**src/rtl/gsk_pkg.sv**
```systemverilog
package gsk_pkg;

  // Size of the key table and field widths.
  localparam int KEY_COUNT_DEF = 24;
  localparam int KEY_W         = 5;
  localparam int LEVEL_W       = 16;
  localparam int BTN_W         = 16;
  localparam int TRIG_W        = 8;
  localparam int COUNT_W       = 32;
  localparam int FLAGS_W       = 3;
  localparam int IN_W          = 32;
  localparam int OUT_W         = 144;

  // Keys with a fixed meaning outside the button and axis tables.
  localparam logic [KEY_W-1:0] KEY_LEFT_TRIG  = 5'd14;
  localparam logic [KEY_W-1:0] KEY_RIGHT_TRIG = 5'd15;

  // Axis codes.
  localparam logic [2:0] AXIS_LX   = 3'd0;
  localparam logic [2:0] AXIS_LY   = 3'd1;
  localparam logic [2:0] AXIS_RX   = 3'd2;
  localparam logic [2:0] AXIS_RY   = 3'd3;
  localparam logic [2:0] AXIS_NONE = 3'd4;

  // Result status codes.
  localparam logic [1:0] ST_OK            = 2'd0;
  localparam logic [1:0] ST_NOT_CONNECTED = 2'd1;
  localparam logic [1:0] ST_EMPTY         = 2'd2;

  typedef enum logic [1:0] {
    ACT_KEY    = 2'd0,
    ACT_STATE  = 2'd1,
    ACT_STROKE = 2'd2,
    ACT_VIBE   = 2'd3
  } action_t;

  typedef enum logic [1:0] {
    S_IDLE,
    S_SCAN,
    S_DONE
  } state_t;

  // Control from the sequencer to the scan unit.
  typedef struct packed {
    logic clear;
    logic step;
  } ctl_t;

  // What the scan unit sees of the key at the current scan index.
  typedef struct packed {
    logic               down;
    logic               pending;
    logic [LEVEL_W-1:0] level;
  } key_view_t;

  // One result item, first field in the highest bits.
  typedef struct packed {
    logic [5:0]         pad;
    logic [FLAGS_W-1:0] event_flags;
    logic [KEY_W-1:0]   event_key;
    logic [LEVEL_W-1:0] right_y;
    logic [LEVEL_W-1:0] right_x;
    logic [LEVEL_W-1:0] left_y;
    logic [LEVEL_W-1:0] left_x;
    logic [TRIG_W-1:0]  right_trig;
    logic [TRIG_W-1:0]  left_trig;
    logic [BTN_W-1:0]   button_bits;
    logic [COUNT_W-1:0] packet_count;
    logic [1:0]         status;
  } result_t;

  // Button bit of each digital key; zero for keys that are not buttons.
  function automatic logic [BTN_W-1:0] btn_bit(input logic [KEY_W-1:0] k);
    logic [BTN_W-1:0] b;
    unique case (k)
      5'd0:    b = 16'h0004;  // dpad left
      5'd1:    b = 16'h0001;  // dpad up
      5'd2:    b = 16'h0008;  // dpad right
      5'd3:    b = 16'h0002;  // dpad down
      5'd4:    b = 16'h1000;  // A
      5'd5:    b = 16'h2000;  // B
      5'd6:    b = 16'h4000;  // X
      5'd7:    b = 16'h8000;  // Y
      5'd8:    b = 16'h0020;  // back
      5'd9:    b = 16'h0010;  // start
      5'd10:   b = 16'h0100;  // left shoulder
      5'd11:   b = 16'h0200;  // right shoulder
      5'd12:   b = 16'h0040;  // left thumb press
      5'd13:   b = 16'h0080;  // right thumb press
      default: b = '0;
    endcase
    return b;
  endfunction

  // Stick axis that each direction key drives.
  function automatic logic [2:0] axis_of(input logic [KEY_W-1:0] k);
    logic [2:0] a;
    unique case (k)
      5'd16, 5'd18: a = AXIS_LX;
      5'd17, 5'd19: a = AXIS_LY;
      5'd20, 5'd22: a = AXIS_RX;
      5'd21, 5'd23: a = AXIS_RY;
      default:      a = AXIS_NONE;
    endcase
    return a;
  endfunction

endpackage

```
**src/rtl/gsk_ctrl.sv**
```systemverilog
module gsk_ctrl #(
  parameter int KEY_COUNT = gsk_pkg::KEY_COUNT_DEF
) (
  input  logic                         clk,
  input  logic                         rst,
  input  logic                         start,
  input  logic                         need_scan,
  input  logic                         out_busy,
  output logic                         ready,
  output logic                         load,
  output gsk_pkg::ctl_t                ctl,
  output logic [$clog2(KEY_COUNT)-1:0] idx
);
  import gsk_pkg::*;

  localparam int IW = $clog2(KEY_COUNT);
  localparam logic [IW-1:0] LAST_IDX = IW'(KEY_COUNT - 1);

  state_t state, state_next;
  logic   last;

  assign last = (idx == LAST_IDX);

  // Next state.
  always_comb begin
    state_next = state;
    unique case (state)
      S_IDLE: begin
        if (start) begin
          state_next = need_scan ? S_SCAN : S_DONE;
        end
      end
      S_SCAN: begin
        if (last) begin
          state_next = S_DONE;
        end
      end
      S_DONE: begin
        if (!out_busy) begin
          state_next = S_IDLE;
        end
      end
      default: state_next = S_IDLE;
    endcase
  end

  // Outputs of each state.
  always_comb begin
    ready     = 1'b0;
    load      = 1'b0;
    ctl.clear = 1'b0;
    ctl.step  = 1'b0;
    unique case (state)
      S_IDLE:  begin
        ready     = 1'b1;
        ctl.clear = start;
      end
      S_SCAN:  ctl.step = 1'b1;
      S_DONE:  load = !out_busy;
      default: ready = 1'b0;
    endcase
  end

  always_ff @(posedge clk) begin
    if (rst) begin
      state <= S_IDLE;
    end else begin
      state <= state_next;
    end
  end

  // Scan index restarts with every item.
  always_ff @(posedge clk) begin
    if (rst) begin
      idx <= '0;
    end else if (state == S_SCAN) begin
      idx <= last ? '0 : idx + 1'b1;
    end else begin
      idx <= '0;
    end
  end

  // The scan index never runs past the last key.
  assert property (@(posedge clk) disable iff (rst)
    (state == S_SCAN) |-> (idx <= LAST_IDX))
    else $error("scan index out of range");

endmodule

```
**src/rtl/gsk_scan.sv**
```systemverilog
module gsk_scan #(
  parameter int KEY_COUNT = gsk_pkg::KEY_COUNT_DEF
) (
  input  logic                                       clk,
  input  gsk_pkg::ctl_t                              ctl,
  input  logic                                       stroke_mode,
  input  logic [$clog2(KEY_COUNT)-1:0]               idx,
  input  gsk_pkg::key_view_t                         view,
  output logic [gsk_pkg::BTN_W-1:0]                  buttons,
  output logic                                       left_on,
  output logic                                       right_on,
  output logic [3:0][gsk_pkg::LEVEL_W-1:0]           axes,
  output logic [$clog2(KEY_COUNT)-1:0]               hi
);
  import gsk_pkg::*;

  logic [KEY_W-1:0] k;
  logic [2:0]       ax;

  assign k  = KEY_W'(idx);
  assign ax = axis_of(k);

  // One key per step: either fold a pressed key into the pad report or
  // remember the latest pending key. Later keys overwrite earlier ones.
  always_ff @(posedge clk) begin
    if (ctl.clear) begin
      buttons  <= '0;
      left_on  <= 1'b0;
      right_on <= 1'b0;
      axes     <= '0;
      hi       <= '0;
    end else if (ctl.step) begin
      if (stroke_mode) begin
        if (view.pending) begin
          hi <= idx;
        end
      end else if (view.down) begin
        buttons <= buttons | btn_bit(k);
        if (k == KEY_LEFT_TRIG) begin
          left_on <= 1'b1;
        end
        if (k == KEY_RIGHT_TRIG) begin
          right_on <= 1'b1;
        end
        if (ax != AXIS_NONE) begin
          axes[ax[1:0]] <= view.level;
        end
      end
    end
  end

endmodule

```
**src/rtl/gamepad_state_and_keystroke_events_core.sv**
```systemverilog
// Gamepad state and keystroke event core. Items arrive on s_* and each one
// yields exactly one result item on m_*. A key event (when active) updates
// one key entry and marks it pending; a state poll bumps the packet counter
// and reports buttons, triggers and stick axes; a keystroke poll reports the
// highest pending key with its down/up/repeat flags and clears all pending
// marks. Polls for a slot other than 0 report "not connected". Key events,
// vibration sets, other-slot polls, inactive polls and empty keystroke polls
// go from S_IDLE straight to S_DONE, where their result is loaded. State and
// keystroke polls that need the key table first pass through S_SCAN, where
// one shared scan unit steps through the table one key per cycle, then load
// their result in S_DONE. A new item is accepted only after the previous
// result is in the output register, which may still be waiting for m_tready;
// a waiting result blocks the load and holds the core in S_DONE. The user must
// write the active bit through cfg_we/cfg_wdata only while the core is idle;
// the core itself does not enforce this.
module gamepad_state_and_keystroke_events_core #(
  parameter int KEY_COUNT = gsk_pkg::KEY_COUNT_DEF
) (
  input  logic                       clk,
  input  logic                       rst,
  input  logic                       s_tvalid,
  output logic                       s_tready,
  // action[1:0], user_slot[3:2], key_number[8:4], is_pressed[9],
  // axis_value[25:10], zero fill above.
  input  logic [gsk_pkg::IN_W-1:0]   s_tdata,
  output logic                       m_tvalid,
  input  logic                       m_tready,
  // status[1:0], packet_count[33:2], button_bits[49:34], left_trig[57:50],
  // right_trig[65:58], left_x[81:66], left_y[97:82], right_x[113:98],
  // right_y[129:114], event_key[134:130], event_flags[137:135], zero fill.
  output logic [gsk_pkg::OUT_W-1:0]  m_tdata,
  input  logic                       cfg_we,
  input  logic                       cfg_wdata
);
  import gsk_pkg::*;

  localparam int IW = $clog2(KEY_COUNT);

  // Input fields.
  action_t            act;
  logic [1:0]         slot;
  logic [KEY_W-1:0]   key;
  logic               pressed;
  logic [LEVEL_W-1:0] level_in;

  assign act      = action_t'(s_tdata[1:0]);
  assign slot     = s_tdata[3:2];
  assign key      = s_tdata[8:4];
  assign pressed  = s_tdata[9];
  assign level_in = s_tdata[25:10];

  // Key table and counters.
  logic                              active;
  logic [KEY_COUNT-1:0]              key_down;
  logic [KEY_COUNT-1:0]              prior_down;
  logic [KEY_COUNT-1:0]              pending_mask;
  logic [KEY_COUNT-1:0][LEVEL_W-1:0] key_level;
  logic [COUNT_W-1:0]                poll_counter;

  // Latched item context.
  action_t act_q;
  logic    slot_bad_q;
  logic    empty_q;

  logic           accept;
  logic           need_scan;
  logic           key_write;
  logic           load;
  logic           out_busy;
  logic           stroke_clear;
  ctl_t           ctl;
  logic [IW-1:0]  idx;
  key_view_t      view;
  result_t        res;

  logic [BTN_W-1:0]          buttons;
  logic                      left_on;
  logic                      right_on;
  logic [3:0][LEVEL_W-1:0]   axes;
  logic [IW-1:0]             hi;

  assign accept    = s_tvalid && s_tready;
  assign out_busy  = m_tvalid && !m_tready;
  assign key_write = accept && (act == ACT_KEY) && active && (key < KEY_W'(KEY_COUNT));
  assign need_scan = (slot == 2'd0) && active &&
                     ((act == ACT_STATE) || ((act == ACT_STROKE) && (pending_mask != '0)));
  assign stroke_clear = load && (act_q == ACT_STROKE) && !slot_bad_q && !empty_q;

  // Configuration register.
  always_ff @(posedge clk) begin
    if (rst) begin
      active <= 1'b0;
    end else if (cfg_we) begin
      active <= cfg_wdata;
    end
  end

  // Key entries and pending marks.
  always_ff @(posedge clk) begin
    if (rst) begin
      key_down     <= '0;
      prior_down   <= '0;
      pending_mask <= '0;
    end else if (key_write) begin
      prior_down[key[IW-1:0]]   <= key_down[key[IW-1:0]];
      key_down[key[IW-1:0]]     <= pressed;
      pending_mask[key[IW-1:0]] <= 1'b1;
    end else if (stroke_clear) begin
      pending_mask <= '0;
    end
  end

  // A level is only read while its key is pressed, which needs a prior write.
  always_ff @(posedge clk) begin
    if (key_write) begin
      key_level[key[IW-1:0]] <= level_in;
    end
  end

  // State poll counter counts every slot-0 poll, active or not.
  always_ff @(posedge clk) begin
    if (rst) begin
      poll_counter <= '0;
    end else if (accept && (act == ACT_STATE) && (slot == 2'd0)) begin
      poll_counter <= poll_counter + 1'b1;
    end
  end

  // Item context held until the result is loaded.
  always_ff @(posedge clk) begin
    if (accept) begin
      act_q      <= act;
      slot_bad_q <= (act != ACT_KEY) && (slot != 2'd0);
      empty_q    <= !active || (pending_mask == '0);
    end
  end

  gsk_ctrl #(.KEY_COUNT(KEY_COUNT)) u_ctrl (
    .clk       (clk),
    .rst       (rst),
    .start     (accept),
    .need_scan (need_scan),
    .out_busy  (out_busy),
    .ready     (s_tready),
    .load      (load),
    .ctl       (ctl),
    .idx       (idx)
  );

  assign view.down    = key_down[idx];
  assign view.pending = pending_mask[idx];
  assign view.level   = key_level[idx];

  gsk_scan #(.KEY_COUNT(KEY_COUNT)) u_scan (
    .clk         (clk),
    .ctl         (ctl),
    .stroke_mode (act_q == ACT_STROKE),
    .idx         (idx),
    .view        (view),
    .buttons     (buttons),
    .left_on     (left_on),
    .right_on    (right_on),
    .axes        (axes),
    .hi          (hi)
  );

  // Result assembly from the latched context and the scan unit.
  always_comb begin
    res = '0;
    if (slot_bad_q) begin
      res.status = ST_NOT_CONNECTED;
    end else begin
      unique case (act_q)
        ACT_STATE: begin
          res.status       = ST_OK;
          res.packet_count = poll_counter;
          res.button_bits  = buttons;
          res.left_trig    = {TRIG_W{left_on}};
          res.right_trig   = {TRIG_W{right_on}};
          res.left_x       = axes[AXIS_LX[1:0]];
          res.left_y       = axes[AXIS_LY[1:0]];
          res.right_x      = axes[AXIS_RX[1:0]];
          res.right_y      = axes[AXIS_RY[1:0]];
        end
        ACT_STROKE: begin
          if (empty_q) begin
            res.status = ST_EMPTY;
          end else begin
            res.status      = ST_OK;
            res.event_key   = KEY_W'(hi);
            res.event_flags = {prior_down[hi] == key_down[hi], !key_down[hi], key_down[hi]};
          end
        end
        ACT_KEY, ACT_VIBE: res.status = ST_OK;
        default:           res.status = ST_OK;
      endcase
    end
  end

  // Output register.
  always_ff @(posedge clk) begin
    if (rst) begin
      m_tvalid <= 1'b0;
    end else if (load) begin
      m_tvalid <= 1'b1;
    end else if (m_tready) begin
      m_tvalid <= 1'b0;
    end
  end

  always_ff @(posedge clk) begin
    if (load) begin
      m_tdata <= res;
    end
  end

  // A delivered keystroke event leaves nothing pending.
  assert property (@(posedge clk) disable iff (rst)
    stroke_clear |=> (pending_mask == '0))
    else $error("pending marks survived a keystroke report");

  // The packet counter only ever steps by one.
  assert property (@(posedge clk) disable iff (rst)
    (!$past(rst) && (poll_counter != $past(poll_counter))) |->
      (poll_counter == $past(poll_counter) + 1'b1))
    else $error("packet counter jumped");

  // No result carries an undefined status code.
  assert property (@(posedge clk) disable iff (rst)
    load |-> (res.status != 2'd3))
    else $error("undefined status code");

endmodule
```
**config.mk**
```make
export PLATFORM = sky130hd
export DESIGN_NAME = gamepad_state_and_keystroke_events_core
export DESIGN_NICKNAME = d
export VERILOG_FILES = /design/src/rtl/gsk_pkg.sv /design/src/rtl/gsk_ctrl.sv /design/src/rtl/gsk_scan.sv /design/src/rtl/gamepad_state_and_keystroke_events_core.sv
export SDC_FILE = /design/constraint.sdc
export NUM_CORES = 1
export LEC_CHECK = 0
export BUFFER_PORTS_ARGS = -buffer_cell sky130_fd_sc_hd__clkbuf_2
export CELL_PAD_IN_SITES_DETAIL_PLACEMENT = 0
export CELL_PAD_IN_SITES_GLOBAL_PLACEMENT = 1
export CORE_MARGIN = 8
export CORE_UTILIZATION = 45
export CTS_BUF_LIST = sky130_fd_sc_hd__clkbuf_8 sky130_fd_sc_hd__clkbuf_16
export CTS_CLUSTER_DIAMETER = 50
export DETAILED_ROUTE_END_ITERATION = 6
export PLACE_DENSITY = 0.81
export SETUP_SLACK_MARGIN = 0.5
export SLEW_MARGIN = 20
export SYNTH_ARGS = -nofsm -noshare
export SYNTH_HDL_FRONTEND = slang
export SYNTH_SLANG_ARGS = --single-unit
```
**constraint.sdc**
```tcl
create_clock -name clk -period 18.18 [get_ports clk]
set_input_delay 1.818 -clock clk [delete_from_list [all_inputs] [get_ports clk]]
set_output_delay 1.818 -clock clk [all_outputs]
set_load 0.01 [all_outputs]
```
==> flow_metrics.tcl, run 1 <==
set metrics [dict create \
    htree_levels 3 \
    hp-class "reg2reg" \
    drcViolationCount 0 \
    post-cts-setup-buffer-count 0 \
    crit_required_ns 18.39 \
    cts_buffers 73 \
    synthSimpleGateAreaFrac 0.0936 \
    drt_wl_total_um 61300 \
    die_w_um 267 \
    die_h_um 267 \
    hold_viol 0 \
    setup_viol 0 \
    yosysWarnings 0 \
    dp_hpwl_um 38800 \
    clock-sinks 725 \
    synth.ff_latch_count 725 \
    grt_max_degree 113 \
    clk_latency_ns 0.61 \
    grt_pass1_vias 16190 \
    synth-xor-area-share 0.00924 \
    regArea_um2 19600 \
    cp-end-kind "flop" \
    clock.fmax_mhz 250 \
    synth-edff-count 510 \
    synth_top_family_by_area "multiplexers" \
    power_leakage_nw 10.7 \
    initial_utilization 0.453 \
    finalCritPeriodShare 0.220 \
    crit_path_start_kind "input port" \
    cts_hold_buf 0 \
    clockBufferDepth 3 \
    finClkSkew_ns 0.0228 \
    worst_pin_slew_ns 1.15 \
    synth_cells 1917 \
    ios 184 \
    grt_use_total 0.169 \
    synth_top_cell_by_area "edfxtp_1" \
    synthMuxAreaShare 0.129 \
    drt_iter0_drc 1424 \
    cp_max_fo 18 \
    antenna_found_initial 2 \
    yosysSeqAreaShare 0.690 \
    period_needed_ns 4.00 \
    status "finished clean" \
    clk_pin_slew_ns 0.06 \
    synth-compound-area-share 0.0494 \
    port_buffers 169 \
    final_util 0.516 \
    maxCapViolations 0 \
    synth.distinct_cells 55 \
    via_count 16031 \
    synth_top_cell_area_share 0.538 \
    drive_gt1_frac 0.196 \
    dr.pass1.iters 5 \
    core_area_um2 62700 \
    overflow 0 \
    multi_input_area_um2 8160 \
    synthAdderAreaFrac 0.00264 \
    rows 92 \
    cts_tree "done" \
    slew_violations 0 \
    fin_nets 2111 \
    crit_type "in2reg" \
    power.density_nw_per_um2 102 \
    slew-limit-headroom 0.230 \
    ant_nets 0 \
    arrival_ns 4.22 \
    synth_common_cells "510 x edfxtp_1, 215 x dfxtp_1, 176 x mux2i_1, 162 x nand2_1, 122 x and2_1" \
    syn_area_per_cell_um2 14.8 \
    fillers 5056 \
    routedWlPerCell_um 20.6 \
    viasPerCell 5.39 \
    fin_tns_setup_ns 0 \
    yosysMostFrequentCell "edfxtp_1" \
    cts_resized 0 \
    globalplace.congestion 0.830 \
    cts-root-buf "clkbuf_16" \
    ys_async_sr_fraction 0 \
    grt_pass1_wl_um 94300 \
    synthFlopType "edfxtp_1" \
    synthTopCellsByArea "edfxtp_1 54%, dfxtp_1 15%, mux4_2 6.6%" \
    peakVddDrop_v 0.0000557 \
    grt_setup_unrepaired "false" \
    syn_area_um2 28400 \
    area_growth_pct 13.8 \
    die_area_um2 71500 \
]
==> stage by stage <==
| stage | area, um^2 | setup WS [ns] | power [W] | cells | hold WS [ns] |
|---|---|---|---|---|---|
| 3_5_place_dp | 30000 | 13.55 | 0.00190 | 2838 | 0.430 |
| 5_1_grt | 32400 | 13.96 | 0.00341 | 2971 | 0.446 |
| 4_1_cts | 32400 | 14.21 | 0.00334 | 2971 | 0.436 |
| 3_3_place_gp | 30000 | 13.56 | 0.00190 | 2837 | 0.427 |
| 2_1_floorplan | 28500 | 9.75 | 0.00186 | 1924 | 0.420 |
| 6_report | 32400 | 14.18 | 0.00330 | 2972 | 0.442 |
==> state kept, by name, summed over array words and instances (netlist names), named ones only <==
| name | flops |
|---|---|
| slot_bad_q | 1 |
| m_tdata | 122 |
| u_ctrl.idx | 5 |
| empty_q | 1 |
| u_scan.left_on | 1 |
| u_scan.ax | 3 |
| u_scan.hi | 5 |
| key_level | 384 |
| u_scan.axes | 64 |
| poll_counter | 32 |
| key_down | 24 |
| u_ctrl.state | 2 |
| m_tvalid | 1 |
| active | 1 |
| act_q | 2 |
| u_scan.buttons | 14 |
| u_scan.right_on | 1 |
| pending_mask | 24 |
| prior_down | 24 |
==> layout by cell type (no fill, tap or decap), drive strengths merged, types with 3 or more instances in the layout <==
| cell | Yosys | layout |
|---|---|---|
| a22oi | 58 | 58 |
| nand3b | 3 | 3 |
| and2 | 122 | 122 |
| nor3 | 44 | 44 |
| nand4 | 11 | 11 |
| ha | 6 | 6 |
| conb | 1 | 8 |
| a31oi | 4 | 4 |
| o21a | 26 | 26 |
| and4 | 5 | 5 |
| o21ai | 34 | 34 |
| mux2i | 176 | 176 |
| nand2b | 11 | 11 |
| a21oi | 37 | 37 |
| inv | 24 | 44 |
| nor2b | 10 | 10 |
| buf | 63 | 33 |
| nand3 | 18 | 18 |
| nor2 | 106 | 106 |
| xor2 | 13 | 13 |
| or2 | 3 | 3 |
| or3 | 10 | 10 |
| nor4b | 5 | 5 |
| and3 | 4 | 4 |
| clkbuf | 71 | 251 |
| o221ai | 16 | 16 |
| mux4 | 84 | 84 |
| a22o | 15 | 15 |
| xnor2 | 17 | 17 |
| nand2 | 162 | 162 |
| clkinvlp | 0 | 3 |
| dfxtp | 215 | 215 |
| nor3b | 6 | 6 |
| nor4 | 12 | 12 |
| clkinv | 0 | 26 |
| edfxtp | 510 | 510 |
==> worst paths after layout <==
| kind | from | endpoint | slack [ns] | cells past startpoint |
|---|---|---|---|---|
| min reg2reg | flop | u_scan.buttons[13]$_SDFFE_PP0P_ | 0.44 | 1 |
| min | flop | u_scan.buttons[13]$_SDFFE_PP0P_ | 0.44 | 1 |
| max reg2reg | u_ctrl.idx[2]$_SDFF_PP0_ | u_scan.axes[56]$_SDFFE_PP0P_ | 14.30 | 6 |
| max | s_tdata[8] | key_level[204]$_DFFE_PP_ | 14.18 | 5 |
==> critical path, cell delays in order <==
cell      delay, ns
clkbuf_2       0.18
a211oi_1       0.26
nand4_1        0.25
or3_1          0.72
nor2_2         0.96
==> report_power, final <==
part | internal [W] | switching (W)
Clock | 0.000817 | 0.000621
Combinational | 0.0000189 | 0.0000592
Sequential | 0.00178 | 0.00000657
==> kinds of logic (layout without fill, tap and decap cells) <==
kind of cell	count (synthesis)	count (layout)
flip-flops	725	725
AND/OR/NAND/NOR	537	537
multiplexers	260	260
AO/OA/AOI/OAI	200	200
buffers and inverters	158	359
XOR/XNOR	30	30
adder cells (fa/ha/maj)	6	6
other	1	9
==> routing by layer <==
metal / GRT usage / wire length (um) / share of wire / up-vias
met5: 0 / 13 / 0.00021 / -
met4: 0.0525 / 1160 / 0.019 / 2
met3: 0.0345 / 4240 / 0.069 / 72
met2: 0.285 / 30000 / 0.49 / 476
met1: 0.220 / 25800 / 0.42 / 8043
li1: - / - / - / 7438
==> final cells by class <==
| class | count | area share |
|---|---|---|
| sequential | 725 | 0.606 |
| multi-input combinational | 1041 | 0.252 |
| clock buffer | 82 | 0.0613 |
| timing repair buffer | 202 | 0.0339 |
| tap | 846 | 0.0327 |
| clock inverter | 51 | 0.0107 |
| inverter | 24 | 0.00278 |
| antenna | 1 | 0.0000773 |
No activity file was read; power rests on OpenSTA's default activity.
==> run 2: changes to the inputs <==
clock period = 3.9 ns   (was 18.18 ns; I/O delays follow)
==> run 2 against run 1 <==
  * Critical endpoint is now u_scan.axes[9]$_SDFFE_PP0P_
  * Largest power group unchanged
  * Sequential share of layout area is 0.57 points lower
  * Die area stayed put
  * Core utilization rose by 0.49 points
  * Clock power rose to 4.8 times the previous value
  * Highest routed layer is now met4
==> flow_metrics.tcl, run 2 (synthesis gave the netlist of run 1 again) <==
set metrics [dict create \
    dp_hpwl_um 40400 \
    maxCapViolations 0 \
    antenna_found_initial 3 \
    viasPerCell 5.42 \
    area_growth_pct 14.8 \
    ios 184 \
    power.density_nw_per_um2 479 \
    setup_ws_ns 0.861 \
    cp_max_fo 50 \
    place_area_um2 30200 \
    worst_pin_slew_ns 1.06 \
    dr.pass1.iters 7 \
    period_needed_ns 3.04 \
    hold_depth 3 \
    initial_utilization 0.453 \
    clk_latency_ns 0.61 \
    port_buffers 169 \
    routedWlPerCell_um 21.1 \
    holdCritStartpoint "cfg_we" \
    crit_type "reg2reg" \
    cts_tree "done" \
    regToRegSetupSlack_ns 0.86 \
    fin_nets 2138 \
    arrival_ns 3.50 \
    regToRegStartpoint "u_ctrl.idx[1]$_SDFF_PP0_" \
    drcViolationCount 0 \
    post-cts-setup-buffer-count 0 \
    setup_viol 0 \
    overflow 0 \
    grt_pass1_vias 16595 \
    cts_buffers 75 \
    globalplace.congestion 0.832 \
    final_common_cell "edfxtp_1" \
    peakVddDrop_v 0.000304 \
    status "finished clean" \
    drt_iter0_drc 1217 \
    grt_use_total 0.174 \
    rows 92 \
    via_count 16288 \
    hold_viol 0 \
    finalCritPeriodShare 0.779 \
    fin_tns_setup_ns 0 \
    fillers 5064 \
    layout_common_cells "510 x edfxtp_1, 212 x dfxtp_1, 176 x mux2i_1" \
    core_area_um2 62700 \
    htree_levels 3 \
    crit_path_start_kind "flop" \
    drt_wl_total_um 63300 \
    grt_setup_unrepaired "false" \
    grt_pass1_wl_um 97300 \
    cp-end-kind "flop" \
    clock.fmax_mhz 329 \
    largest_reg_flops 384 \
    slew_violations 0 \
    crit_required_ns 4.36 \
    clock-sinks 725 \
    die_h_um 267 \
    slew-limit-headroom 0.293 \
    timing.rr.end "u_scan.axes[9]$_SDFFE_PP0P_" \
    drive_gt1_frac 0.205 \
    hp-class "in2reg" \
    worstRegToRegCells 6 \
    die_w_um 267 \
    cts_hold_buf 0 \
    cts-root-buf "clkbuf_16" \
    power_leakage_nw 10.9 \
    cts_resized 0 \
    ant_nets 0 \
    finClkSkew_ns 0.0171 \
    hold_path_end "active$_SDFFE_PP0P_" \
    dp_worst_setup_slack_ns 0.852 \
    clockBufferDepth 3 \
    grt_max_degree 99 \
    fin_area_um2 32700 \
    die_area_um2 71500 \
    clk_pin_slew_ns 0.06 \
]
==> run 2: through the flow <==
stage	hold WS (ns)	utilization	instances	total power (W)
global placement	0.426	0.482	2863	0.00886
global route	0.0598	0.521	3000	0.0161
CTS	0.0337	0.521	3000	0.0158
floorplan	0.420	-	1924	0.00868
detailed placement	0.430	0.482	2863	0.00888
finish	0.0632	0.521	3003	0.0156
==> run 2: worst max-delay path: stages, from the launching register on <==
cell,delay (ns)
dfxtp_4,0.86
buf_4,0.62
mux4_2,0.41
a22oi_1,0.39
o221ai_1,0.21
nand2_1,0.23
mux2i_1,0.12
==> run 2: layer usage <==
layer  GRT usage  routed length, um  share of wire  vias up
li1            -                  -              -     7500
met1       0.220              26000           0.41     8169
met2       0.301              31600           0.50      513
met3      0.0336               4180          0.066      106
met4      0.0564               1490          0.024        0
met5           0                  0              0        -
==> run 2: final cells by class <==
class	count	area, um^2	area share
Sequential cell	725	19600	0.601
Multi-Input combinational cell	1041	8150	0.249
Timing Repair Buffer	227	1320	0.0404
Antenna cell	3	7.51	0.000230
Clock inverter	54	410	0.0126
Inverter	24	90.1	0.00276
Tap cell	846	1060	0.0324
Clock buffer	83	2010	0.0615
==> run 2: how the worst max path moves through the flow <==
stage                                       from                       endpoint  slack, ns  cells past startpoint
global route            u_ctrl.idx[1]$_SDFF_PP0_    u_scan.axes[7]$_SDFFE_PP0P_       0.67                      7
finish                  u_ctrl.idx[1]$_SDFF_PP0_    u_scan.axes[9]$_SDFFE_PP0P_       0.86                      6
CTS                     u_ctrl.idx[0]$_SDFF_PP0_   u_scan.axes[11]$_SDFFE_PP0P_       0.81                      6
detailed placement      u_ctrl.idx[1]$_SDFF_PP0_    u_scan.axes[9]$_SDFFE_PP0P_       0.85                      6
global placement        u_ctrl.idx[2]$_SDFF_PP0_    u_scan.axes[9]$_SDFFE_PP0P_       0.74                      6
floorplan           u_ctrl.state[0]$_SDFFE_PP0P_  pending_mask[22]$_SDFFE_PP0P_       0.61                      5
==> run 2: power breakdown <==
part,internal [W],leakage (nW),switching (W),total (W)
Sequential,0.00830,6.27,0.0000299,0.00833
Combinational,0.0000952,3.41,0.000281,0.000376
Clock,0.00399,1.24,0.00293,0.00692
